File: config.mk
export PLATFORM = sky130hd
export DESIGN_NAME = lamp_button_timer_controller
export DESIGN_NICKNAME = d
export VERILOG_FILES = /design/src/sv/lbt_pkg.sv /design/src/sv/lbt_front.sv /design/src/sv/lbt_queue.sv /design/src/sv/lbt_back.sv /design/src/sv/lamp_button_timer_controller.sv
export VERILOG_INCLUDE_DIRS = /design/src /design/src/sv
export SDC_FILE = /design/constraint.sdc
export NUM_CORES = 1
export LEC_CHECK = 0
export BUFFER_PORTS_ARGS = -buffer_cell sky130_fd_sc_hd__buf_4
export CORE_MARGIN = 2
export CORE_UTILIZATION = 57
export DETAILED_ROUTE_END_ITERATION = 7
export GPL_TIMING_DRIVEN = 0
export PLACE_DENSITY = 0.77
export SYNTH_ARGS = -nofsm -noshare
export SYNTH_HDL_FRONTEND = slang
export SYNTH_HIERARCHICAL = 1
export SYNTH_SLANG_ARGS = --single-unit
File: constraint.sdc
create_clock -name clock -period 8.6 [get_ports clock]
set_input_delay 2.15 -clock clock [delete_from_list [all_inputs] [get_ports clock]]
set_output_delay 2.15 -clock clock [all_outputs]
set_load 0.1 [all_outputs]
File: src/sv/lamp_button_timer_controller_macros.svh
// Assertion macros shared by the lamp controller RTL.
// Needs nothing else; included by the modules that carry assertions.
`ifndef LAMP_BUTTON_TIMER_CONTROLLER_MACROS_SVH
`define LAMP_BUTTON_TIMER_CONTROLLER_MACROS_SVH

// Same-cycle implication, disabled during reset
`define LBT_ASSERT_NOW(label, clk, rst, ante, cons, msg) \
   label: assert property (@(posedge clk) disable iff (rst) (ante) |-> (cons)) \
      else $error(msg);

// Next-cycle implication, disabled during reset
`define LBT_ASSERT_NEXT(label, clk, rst, ante, cons, msg) \
   label: assert property (@(posedge clk) disable iff (rst) (ante) |=> (cons)) \
      else $error(msg);

`endif

File: src/sv/lbt_pkg.sv
// Shared types, codes and reset constants for the lamp controller.
// No dependencies; used by every module of the block.
package lbt_pkg;

   // Register indexes on the csr port
   localparam logic [2:0] CSR_DEFAULT_LEVEL = 3'd0;
   localparam logic [2:0] CSR_MAX_LEVEL     = 3'd1;
   localparam logic [2:0] CSR_DEBOUNCE_MS   = 3'd2;
   localparam logic [2:0] CSR_LONG_PRESS_MS = 3'd3;
   localparam logic [2:0] CSR_AUTO_OFF_MS   = 3'd4;

   // Command codes
   localparam logic [1:0] ACT_NONE   = 2'd0;
   localparam logic [1:0] ACT_ONOFF  = 2'd1;
   localparam logic [1:0] ACT_BRIGHT = 2'd2;
   localparam logic [1:0] ACT_EFFECT = 2'd3;

   // Effect codes
   localparam logic [1:0] EFF_CONSTANT = 2'd0;
   localparam logic [1:0] EFF_TIMER    = 2'd1;
   localparam logic [1:0] EFF_FADE     = 2'd2;

   localparam logic [6:0] LEVEL_TOP = 7'd99;

   // Register reset values
   localparam logic [6:0]  RST_DEFAULT_LEVEL = 7'd25;
   localparam logic [6:0]  RST_MAX_LEVEL     = 7'd50;
   localparam logic [15:0] RST_DEBOUNCE_MS   = 16'd200;
   localparam logic [15:0] RST_LONG_PRESS_MS = 16'd1000;
   localparam logic [31:0] RST_AUTO_OFF_MS   = 32'd30000;
   localparam logic [6:0]  RST_CUR_LEVEL     = 7'd25;

   localparam int QUEUE_DEPTH = 4;

   // One status report
   typedef struct packed {
      logic       lamp_lit;
      logic [6:0] level;
      logic [1:0] effect;
      logic [6:0] duty;
      logic       last;
   } report_type;

   // Everything one tick produces: one or two reports
   typedef struct packed {
      logic       two;
      report_type rep1;
      report_type rep0;
   } entry_type;

   // Front to queue write bundle
   typedef struct packed {
      logic      valid;
      entry_type entry;
   } push_type;

   // Queue to back read bundle
   typedef struct packed {
      logic      empty;
      entry_type head;
   } head_type;

endpackage

File: src/sv/lbt_front.sv
// Tick processor: configuration registers, lamp state, button and timer logic.
// Depends on lbt_pkg; pushes the reports of each tick into lbt_queue.
module lbt_front (
   input  logic                clock,
   input  logic                reset,
   // request
   input  logic                req_tvalid,
   output logic                req_tready,
   input  logic [7:0]          req_tdata,   // [6:0] msg_value, [7] button_level
   input  logic [1:0]          req_tuser,   // [1:0] action
   // configuration
   input  logic                csr_valid,
   input  logic [2:0]          csr_index,
   input  logic [31:0]         csr_data,
   // queue side
   input  logic                q_full,
   output lbt_pkg::push_type   push
);

   logic [6:0]  default_level_ff, max_level_ff;
   logic [15:0] debounce_ff, long_press_ff;
   logic [31:0] auto_off_ff;

   logic [31:0] now_ff, now_in;
   logic [31:0] last_press_ff, last_press_in;
   logic [31:0] deadline_ff, deadline_in;
   logic        on_ff, on_in;
   logic        prev_on_ff, prev_on_in;
   logic [6:0]  lvl_ff, lvl_in;
   logic [6:0]  prev_lvl_ff, prev_lvl_in;
   logic [1:0]  eff_ff, eff_in;
   logic        prev_btn_ff, prev_btn_in;
   logic [6:0]  duty_ff, duty_in;

   logic [6:0]  msg_value;
   logic        button_level;
   logic [1:0]  action;
   logic        fire;
   logic        eff_rep;
   logic        changed;
   logic [31:0] elapsed;
   logic [31:0] deadline_sum;
   lbt_pkg::report_type eff_report, chg_report;

   assign msg_value    = req_tdata[6:0];
   assign button_level = req_tdata[7];
   assign action       = req_tuser;
   assign req_tready   = ~q_full;
   assign fire         = req_tvalid & req_tready;
   assign elapsed      = now_ff - last_press_ff;
   assign deadline_sum = now_ff + auto_off_ff;

   // Configuration writes; unknown indexes are dropped
   always_ff @(posedge clock) begin
      if (reset) begin
         default_level_ff <= lbt_pkg::RST_DEFAULT_LEVEL;
         max_level_ff     <= lbt_pkg::RST_MAX_LEVEL;
         debounce_ff      <= lbt_pkg::RST_DEBOUNCE_MS;
         long_press_ff    <= lbt_pkg::RST_LONG_PRESS_MS;
         auto_off_ff      <= lbt_pkg::RST_AUTO_OFF_MS;
      end else if (csr_valid) begin
         case (csr_index)
            lbt_pkg::CSR_DEFAULT_LEVEL: default_level_ff <= csr_data[6:0];
            lbt_pkg::CSR_MAX_LEVEL:     max_level_ff     <= csr_data[6:0];
            lbt_pkg::CSR_DEBOUNCE_MS:   debounce_ff      <= csr_data[15:0];
            lbt_pkg::CSR_LONG_PRESS_MS: long_press_ff    <= csr_data[15:0];
            lbt_pkg::CSR_AUTO_OFF_MS:   auto_off_ff      <= csr_data;
            default: ;
         endcase
      end
   end

   // Next state of one tick: command, button edge, auto-off, change check
   always_comb begin
      now_in        = now_ff + 32'd1;
      last_press_in = last_press_ff;
      deadline_in   = deadline_ff;
      on_in         = on_ff;
      lvl_in        = lvl_ff;
      eff_in        = eff_ff;
      prev_btn_in   = prev_btn_ff;
      prev_on_in    = prev_on_ff;
      prev_lvl_in   = prev_lvl_ff;
      duty_in       = duty_ff;
      eff_rep       = 1'b0;

      // command
      case (action)
         lbt_pkg::ACT_ONOFF: begin
            on_in  = (msg_value == 7'd1);
            lvl_in = on_in ? default_level_ff : 7'd0;
         end
         lbt_pkg::ACT_BRIGHT: begin
            lvl_in = (msg_value > lbt_pkg::LEVEL_TOP) ? lbt_pkg::LEVEL_TOP : msg_value;
            on_in  = (lvl_in != 7'd0);
         end
         lbt_pkg::ACT_EFFECT: begin
            eff_in  = (msg_value < 7'd2) ? msg_value[1:0] : lbt_pkg::EFF_FADE;
            eff_rep = 1'b1;
         end
         default: ;
      endcase

      // button edge
      if (button_level != prev_btn_ff) begin
         if (!button_level) begin
            if (elapsed > {16'd0, debounce_ff})
               last_press_in = now_ff;
         end else if (elapsed < {16'd0, long_press_ff}) begin
            on_in       = ~on_in;
            lvl_in      = on_in ? default_level_ff : 7'd0;
            deadline_in = 32'd0;
            eff_in      = lbt_pkg::EFF_CONSTANT;
         end else begin
            on_in       = 1'b1;
            lvl_in      = default_level_ff;
            eff_in      = lbt_pkg::EFF_TIMER;
            deadline_in = deadline_sum;
         end
         prev_btn_in = button_level;
      end

      // auto-off; a zero deadline means the timer is idle
      if ((deadline_in != 32'd0) && (now_ff >= deadline_in)) begin
         on_in       = 1'b0;
         deadline_in = 32'd0;
         eff_in      = lbt_pkg::EFF_CONSTANT;
      end

      changed = (prev_on_ff != on_in) || (prev_lvl_ff != lvl_in);

      // effect report sees the level before clamping and the old duty
      eff_report.lamp_lit = on_in;
      eff_report.level    = lvl_in;
      eff_report.effect   = eff_in;
      eff_report.duty     = duty_ff;
      eff_report.last     = ~changed;

      // change check: clamp and recompute duty
      if (changed) begin
         if (!on_in)
            lvl_in = 7'd0;
         if (lvl_in == 7'd0) begin
            duty_in = on_in ? default_level_ff : 7'd0;
         end else begin
            if (lvl_in > max_level_ff)
               lvl_in = max_level_ff;
            duty_in = lvl_in;
         end
         prev_on_in  = on_in;
         prev_lvl_in = lvl_in;
      end

      chg_report.lamp_lit = on_in;
      chg_report.level    = lvl_in;
      chg_report.effect   = eff_in;
      chg_report.duty     = duty_in;
      chg_report.last     = 1'b1;
   end

   // Queue write: effect report first when both are present
   always_comb begin
      push.valid      = fire & (eff_rep | changed);
      push.entry.two  = eff_rep & changed;
      push.entry.rep0 = eff_rep ? eff_report : chg_report;
      push.entry.rep1 = chg_report;
   end

   // Lamp state advances once per accepted tick
   always_ff @(posedge clock) begin
      if (reset) begin
         now_ff        <= 32'd0;
         last_press_ff <= 32'd0;
         deadline_ff   <= 32'd0;
         on_ff         <= 1'b0;
         prev_on_ff    <= 1'b0;
         lvl_ff        <= lbt_pkg::RST_CUR_LEVEL;
         prev_lvl_ff   <= lbt_pkg::RST_CUR_LEVEL;
         eff_ff        <= lbt_pkg::EFF_CONSTANT;
         prev_btn_ff   <= 1'b1;
         duty_ff       <= 7'd0;
      end else if (fire) begin
         now_ff        <= now_in;
         last_press_ff <= last_press_in;
         deadline_ff   <= deadline_in;
         on_ff         <= on_in;
         prev_on_ff    <= prev_on_in;
         lvl_ff        <= lvl_in;
         prev_lvl_ff   <= prev_lvl_in;
         eff_ff        <= eff_in;
         prev_btn_ff   <= prev_btn_in;
         duty_ff       <= duty_in;
      end
   end

endmodule

File: src/sv/lbt_queue.sv
// Short FIFO of per-tick report entries between front and back.
// Depends on lbt_pkg and the assertion macro header.
`include "lamp_button_timer_controller_macros.svh"

module lbt_queue #(
   parameter int DEPTH = lbt_pkg::QUEUE_DEPTH
) (
   input  logic              clock,
   input  logic              reset,
   input  lbt_pkg::push_type push,
   input  logic              pop,
   output logic              full,
   output lbt_pkg::head_type head
);

   localparam int PTR_W = (DEPTH > 1) ? $clog2(DEPTH) : 1;
   localparam int CNT_W = $clog2(DEPTH + 1);
   localparam logic [PTR_W-1:0] PTR_LAST = PTR_W'(DEPTH - 1);
   localparam logic [CNT_W-1:0] CNT_FULL = CNT_W'(DEPTH);

   lbt_pkg::entry_type mem_ff [DEPTH];
   logic [PTR_W-1:0]   wr_ptr_ff, wr_ptr_in;
   logic [PTR_W-1:0]   rd_ptr_ff, rd_ptr_in;
   logic [CNT_W-1:0]   count_ff, count_in;
   logic               wr_fire, rd_fire;

   assign full       = (count_ff == CNT_FULL);
   assign head.empty = (count_ff == '0);
   assign head.head  = mem_ff[rd_ptr_ff];
   assign wr_fire    = push.valid & ~full;
   assign rd_fire    = pop & ~head.empty;

   // Pointer and fill count
   always_comb begin
      wr_ptr_in = wr_fire ? ((wr_ptr_ff == PTR_LAST) ? '0 : wr_ptr_ff + 1'b1) : wr_ptr_ff;
      rd_ptr_in = rd_fire ? ((rd_ptr_ff == PTR_LAST) ? '0 : rd_ptr_ff + 1'b1) : rd_ptr_ff;
      count_in  = count_ff;
      if (wr_fire && !rd_fire)
         count_in = count_ff + 1'b1;
      else if (!wr_fire && rd_fire)
         count_in = count_ff - 1'b1;
   end

   always_ff @(posedge clock) begin
      if (reset) begin
         wr_ptr_ff <= '0;
         rd_ptr_ff <= '0;
         count_ff  <= '0;
      end else begin
         wr_ptr_ff <= wr_ptr_in;
         rd_ptr_ff <= rd_ptr_in;
         count_ff  <= count_in;
      end
   end

   // Entry storage
   always_ff @(posedge clock) begin
      if (wr_fire)
         mem_ff[wr_ptr_ff] <= push.entry;
   end

   `LBT_ASSERT_NOW(a_count_bound, clock, reset, 1'b1, count_ff <= CNT_FULL, "queue overfilled")
   `LBT_ASSERT_NEXT(a_push_grows, clock, reset, wr_fire && !rd_fire, count_ff == $past(count_ff) + 1'b1, "push lost")

endmodule

File: src/sv/lbt_back.sv
// Report serializer: plays one or two reports of the head entry on rsp.
// Depends on lbt_pkg and the assertion macro header.
`include "lamp_button_timer_controller_macros.svh"

module lbt_back (
   input  logic              clock,
   input  logic              reset,
   input  lbt_pkg::head_type head,
   output logic              pop,
   output logic              rsp_tvalid,
   input  logic              rsp_tready,
   output logic [23:0]       rsp_tdata,   // [0] lamp_lit, [7:1] level, [9:8] effect,
                                          // [16:10] duty, rest zero
   output logic              rsp_tlast
);

   logic                sel_ff, sel_in;
   logic                fire;
   lbt_pkg::report_type rep;

   assign rsp_tvalid = ~head.empty;
   assign fire       = rsp_tvalid & rsp_tready;
   assign rep        = sel_ff ? head.head.rep1 : head.head.rep0;
   assign pop        = fire & (sel_ff | ~head.head.two);
   assign rsp_tdata  = {7'd0, rep.duty, rep.effect, rep.level, rep.lamp_lit};
   assign rsp_tlast  = rep.last;

   // Second-report select
   always_comb begin
      sel_in = sel_ff;
      if (fire)
         sel_in = ~sel_ff & head.head.two;
   end

   always_ff @(posedge clock) begin
      if (reset)
         sel_ff <= 1'b0;
      else
         sel_ff <= sel_in;
   end

   `LBT_ASSERT_NOW(a_second_is_last, clock, reset, rsp_tvalid && sel_ff, rsp_tlast, "second report not last")
   `LBT_ASSERT_NEXT(a_pair_advance, clock, reset, fire && head.head.two && !sel_ff, sel_ff, "pair skipped")

endmodule

File: src/sv/lamp_button_timer_controller.sv
// Reports enter the report queue when their tick is accepted on req.
// Throughput: one tick per cycle while the queue has room; the single rsp port
// sends one report per cycle while rsp_tready is high; paired reports go in turn.
// Reset (synchronous, active high) restores register defaults and lamp state
// and empties the report queue.
// Depends on lbt_pkg, lbt_front, lbt_queue and lbt_back.
module lamp_button_timer_controller #(
   parameter int QUEUE_DEPTH = lbt_pkg::QUEUE_DEPTH
) (
   input  logic        clock,
   input  logic        reset,
   // tick requests
   input  logic        req_tvalid,
   output logic        req_tready,
   input  logic [7:0]  req_tdata,    // [6:0] msg_value, [7] button_level
   input  logic [1:0]  req_tuser,    // [1:0] action
   // status reports
   output logic        rsp_tvalid,
   input  logic        rsp_tready,
   output logic [23:0] rsp_tdata,    // [0] lamp_lit, [7:1] level, [9:8] effect,
                                     // [16:10] duty, rest zero
   output logic        rsp_tlast,
   // register writes
   input  logic        csr_valid,
   output logic        csr_ready,
   input  logic [2:0]  csr_index,
   input  logic [31:0] csr_data
);

   lbt_pkg::push_type push;
   lbt_pkg::head_type head;
   logic              q_full;
   logic              pop;

   // Register writes are always taken
   assign csr_ready = 1'b1;

   lbt_front u_front (
      .clock      (clock),
      .reset      (reset),
      .req_tvalid (req_tvalid),
      .req_tready (req_tready),
      .req_tdata  (req_tdata),
      .req_tuser  (req_tuser),
      .csr_valid  (csr_valid & csr_ready),
      .csr_index  (csr_index),
      .csr_data   (csr_data),
      .q_full     (q_full),
      .push       (push)
   );

   lbt_queue #(
      .DEPTH (QUEUE_DEPTH)
   ) u_queue (
      .clock (clock),
      .reset (reset),
      .push  (push),
      .pop   (pop),
      .full  (q_full),
      .head  (head)
   );

   lbt_back u_back (
      .clock      (clock),
      .reset      (reset),
      .head       (head),
      .pop        (pop),
      .rsp_tvalid (rsp_tvalid),
      .rsp_tready (rsp_tready),
      .rsp_tdata  (rsp_tdata),
      .rsp_tlast  (rsp_tlast)
   );

endmodule
==> PnR_summary.wiki <==
{| class="wikitable"
! Metric !! Value
|-
| Status || finished, violations left
|-
| Violations in the final reports || setup timing
|-
| Synth async-reset ratio || 0
|-
| Clock tree buffer depth || 3
|-
| Sort of element at the start of the critical path || flop
|-
| Seq. cell area || just under 9000 sq um
|-
| Floorplan Core Area || between 30,000 and 40,000 sq um
|-
| HPWL Detailed || between 40 and 50 mm
|-
| Clock buffers created by TritonCTS || 38
|-
| Share of layout cells above drive strength 1 || 0.2070
|-
| Multi-input logic area || between 10,000 and 15,000 sq um
|-
| Post-route clock skew || approximately 20 ps
|-
| Setup TNS || -31,370 ps
|-
| Vias in the first global route || 18,319
|-
| Worst voltage drop across the vdd grid || 0.0001779 V
|-
| Cell at the slowest stage of the critical path || sky130_fd_sc_hd__or3_4
|-
| Post-synth design cell area || about 21,000 sq um
|-
| WL final || approximately 70 mm
|-
| Area after DPL || about 23,000 sq um
|-
| IO Port Bufs || just under 70
|-
| Hold-fix buffer count after cts || 0
|-
| Data required time of the critical path || about 8900 ps
|-
| Largest driver fanout on the critical path || 7
|-
| Routed len/inst || ~24 microns
|-
| Final #Nets || 2,669
|-
| WP buf/inv || 2
|-
| Worst Max-Slew Pin Slew || around 1200 ps
|-
| Path category of the worst min-delay check || flop to flop
|-
| WS Path Type || flop to flop
|-
| Clock H-tree levels || 2
|-
| Synthesized flop and latch total || between 300 and 400
|-
| Total leakage power || between 10 and 15 nW
|-
| Dominant synthesized flop cell || sky130_fd_sc_hd__dfxtp_1
|-
| Vias after detailed routing || approximately 19,000
|-
| Fillcell total || around 2,800
|-
| Post-synth cell types || 96
|-
| Minimum setup slack after placement || -2232 ps
|-
| Average cell area after synthesis || 9.444 sq um
|-
| Area growth from synthesis to final layout || 20.01%
|-
| Maximum clock frequency || 110.3 MHz
|-
| CTS sink cnt || 358
|-
| Max Transition Viols Final || 0
|-
| Endpoints failing hold || 0
|-
| Share of the yosys chip area belonging to registers || 0.4052
|-
| Detailed Route Iter0 Violations || around 2,200
|-
| Maximum number of pins on one net before global-route repair || 34
|-
| Crit path setup slack, layout || -469.2 ps
|-
| Peak per-stage delay on the critical path || between 400 and 500 ps
|-
| Most numerous cell types in the synthesized netlist || sky130_fd_sc_hd__nand2_1, sky130_fd_sc_hd__dfxtp_1, sky130_fd_sc_hd__a21oi_1, sky130_fd_sc_hd__nor2_1, sky130_fd_sc_hd__edfxtp_1
|-
| Max-cap viol count || 0
|-
| Synthesized instance count || about 2,300
|-
| Proportion of netlist area held by the largest area contributor || 0.2082
|-
| Global-route wire length before repair || 101.6 mm
|-
| Worst-case headroom to the max-slew limit || 0.1758
|-
| Clock tree from TritonCTS || yes
|-
| Final period demand of the worst path || about 9000 ps
|-
| Total grt overflow || 0
|-
| Top cell type by total area after synthesis || sky130_fd_sc_hd__edfxtp_1
|-
| Ant diodes || 0
|-
| Cell type group with the largest total delay on the critical path || compound AO/OA/AOI/OAI gates
|-
| Post-route ant nets || 0
|-
| Period utilisation layout || 1.055
|-
| IO Count || roughly 80
|-
| CP arrival || between 9000 and 10,000 ps
|-
| Initial DRT Pass Iterations || 6
|-
| Number of standard-cell rows in the floorplan || 70
|-
| Skew-Pair Late Insertion Delay || approximately 580 ps
|-
| Clock slew at reported path FFs || roughly 60 ps
|-
| Kind of end point of the critical path || flop
|-
| Initial Utilization || 0.5802
|-
| Setup-failing EPs final || 121
|-
| Chip height || approximately 200 microns
|-
| Setup repair after global routing missed its margin || true
|-
| Final standard cell area without fillers || between 20,000 and 30,000 sq um
|-
| Vias per inst || between 6 and 7
|-
| CTS Root Cell || sky130_fd_sc_hd__clkbuf_16
|-
| Power density over the cells || between 200 and 300 nW/um^2
|-
| Leading cell type by number of instances after synthesis || sky130_fd_sc_hd__nand2_1
|-
| Synth warnings || 6
|-
| Biggest area contributors in the synthesized netlist || sky130_fd_sc_hd__edfxtp_1, sky130_fd_sc_hd__dfxtp_1, sky130_fd_sc_hd__ha_1
|-
| Initial antenna violation count || 1
|-
| Number of enable flip-flop cells after synthesis || approximately 150
|-
| Tot GR Track Use || 0.3375
|-
| Routability cong. || 0.9519
|-
| Area of the die || ~39,000 sq um
|-
| Remaining DRCs || 0
|-
| Overall die width || 197.5 microns
|-
| Utilization after layout || 0.6963
|}
-- worst reg2reg max path, delay by kind of cell (launching register included) --
family | cells | cell delay (ps)
AND/OR/NAND/NOR | 16 | 2430
adder cells (fa/ha/maj) | 4 | 950
multiplexers | 2 | 700
AO/OA/AOI/OAI | 20 | 3730
XOR/XNOR | 1 | 190
buffers and inverters | 2 | 420
flip-flops | 1 | 370
-- path summary, 6_finish.rpt --
path / startpoint / to / slack [ps] / depth (start not counted)
worst max-delay path: u_front/now_ff[1]$_SDFFE_PP0P_ / u_queue/mem_ff[2][22]$_DFFE_PP_ / -470 / 45
worst min-delay path: u_front/long_press_ff[11]$_SDFFE_PP0P_ / u_front/long_press_ff[11]$_SDFFE_PP0P_ / 450 / 2
worst max register to register: u_front/now_ff[1]$_SDFFE_PP0P_ / u_queue/mem_ff[2][22]$_DFFE_PP_ / -470 / 45
worst min register to register: u_front/long_press_ff[11]$_SDFFE_PP0P_ / u_front/long_press_ff[11]$_SDFFE_PP0P_ / 450 / 2
-- layout by cell type, fill, tap and decap left out, types with 12 or more instances in the layout --
cell                        count
sky130_fd_sc_hd__buf_4        156
sky130_fd_sc_hd__and2_1        15
sky130_fd_sc_hd__nor2b_1       20
sky130_fd_sc_hd__nand3_1       35
sky130_fd_sc_hd__and3_1        24
sky130_fd_sc_hd__nand2b_1      35
sky130_fd_sc_hd__a31oi_1       13
sky130_fd_sc_hd__dfxtp_1      197
sky130_fd_sc_hd__nand4_1       34
sky130_fd_sc_hd__o31a_1        12
sky130_fd_sc_hd__o21ai_0       67
sky130_fd_sc_hd__mux2i_1       54
sky130_fd_sc_hd__nor4_1        16
sky130_fd_sc_hd__nand2_1      287
sky130_fd_sc_hd__o21a_1        12
sky130_fd_sc_hd__xor2_1        46
sky130_fd_sc_hd__clkbuf_16     39
sky130_fd_sc_hd__a21oi_2       15
sky130_fd_sc_hd__xnor2_1       31
sky130_fd_sc_hd__ha_1         130
sky130_fd_sc_hd__a21oi_1      190
sky130_fd_sc_hd__clkbuf_1      81
sky130_fd_sc_hd__nor3_1        46
sky130_fd_sc_hd__nor2_1       169
sky130_fd_sc_hd__nand3b_1      20
sky130_fd_sc_hd__a21o_1        36
sky130_fd_sc_hd__inv_1         97
sky130_fd_sc_hd__buf_6         31
sky130_fd_sc_hd__o21ai_1       14
sky130_fd_sc_hd__mux2_4        43
sky130_fd_sc_hd__edfxtp_1     148
sky130_fd_sc_hd__or3_1         16
sky130_fd_sc_hd__mux4_2        37
-- metrics by stage --
stage                     hold slack [ps]  cells  total power [mW]
final                               453.0   2970             6.404
after global routing                473.1   2970             6.611
after CTS                           455.1   2934             6.136
after detailed placement            448.0   2807             4.169
after global placement              440.5   2803             4.111
after floorplan                     433.2   2266             3.601
-- metal layers --
layer,GRT usage,vias up,routed length (microns),part of all wire
li1,-,8610,-,-
met1,0.4017,9212,26490,0.38
met2,0.5776,1050,33610,0.48
met3,0.06317,303,5908,0.084
met4,0.1832,0,4195,0.060
met5,0,-,0,0
-- repair_timing --
| item | in CTS | in global routing |
|---|---|---|
| pin swaps | 44 | 56 |
| buffers inserted | 58 | 41 |
| setup endpoints to repair | 295 | 271 |
| gates cloned | 2 | 0 |
| resized for setup | 135 | 122 |
-- cell type report --
class | count | share of cell area
Timing Repair Buffer | 170 | 0.05671
Multi-Input combinational cell | 1684 | 0.4935
Clock inverter | 17 | 0.007230
Sequential cell | 358 | 0.3387
Tap cell | 468 | 0.02286
Clock buffer | 51 | 0.03981
Inverter | 103 | 0.01602
Buffer | 119 | 0.02516
-- cell families (layout without fill, tap and decap cells) --
logic type	Yosys count	count (layout)	synth area share
flip-flops	358	358	0.4052
multiplexers	143	143	0.09468
AO/OA/AOI/OAI	506	506	0.1520
AND/OR/NAND/NOR	801	801	0.1811
XOR/XNOR	80	80	0.03283
other	3	9	0.0005276
buffers and inverters	224	460	0.04754
adder cells (fa/ha/maj)	145	145	0.08606
-- state kept, by name, indices dropped and copies added (netlist names), 2 cells and up, named ones only --
register and count:
u_front/max_level_ff 7, u_front/debounce_ff 16, u_front/auto_off_ff 32, u_queue/rd_ptr_ff 2
u_front/eff_ff 2, u_front/duty_ff 7, u_front/prev_lvl_ff 7, u_queue/count_ff 3
u_front/default_level_ff 7, u_front/deadline_ff 32, u_queue/wr_ptr_ff 2, u_front/lvl_ff 7
u_front/last_press_ff 32, u_front/now_ff 32, u_queue/mem_ff 148, u_front/long_press_ff 16
-- power by group --
group / internal (mW) / switching, mW
Clock: 0.930 / 0.708
Sequential: 1.99 / 0.0919
Combinational: 1.02 / 1.67
Total: 3.93 / 2.47
(Power assumes the default switching activity.)
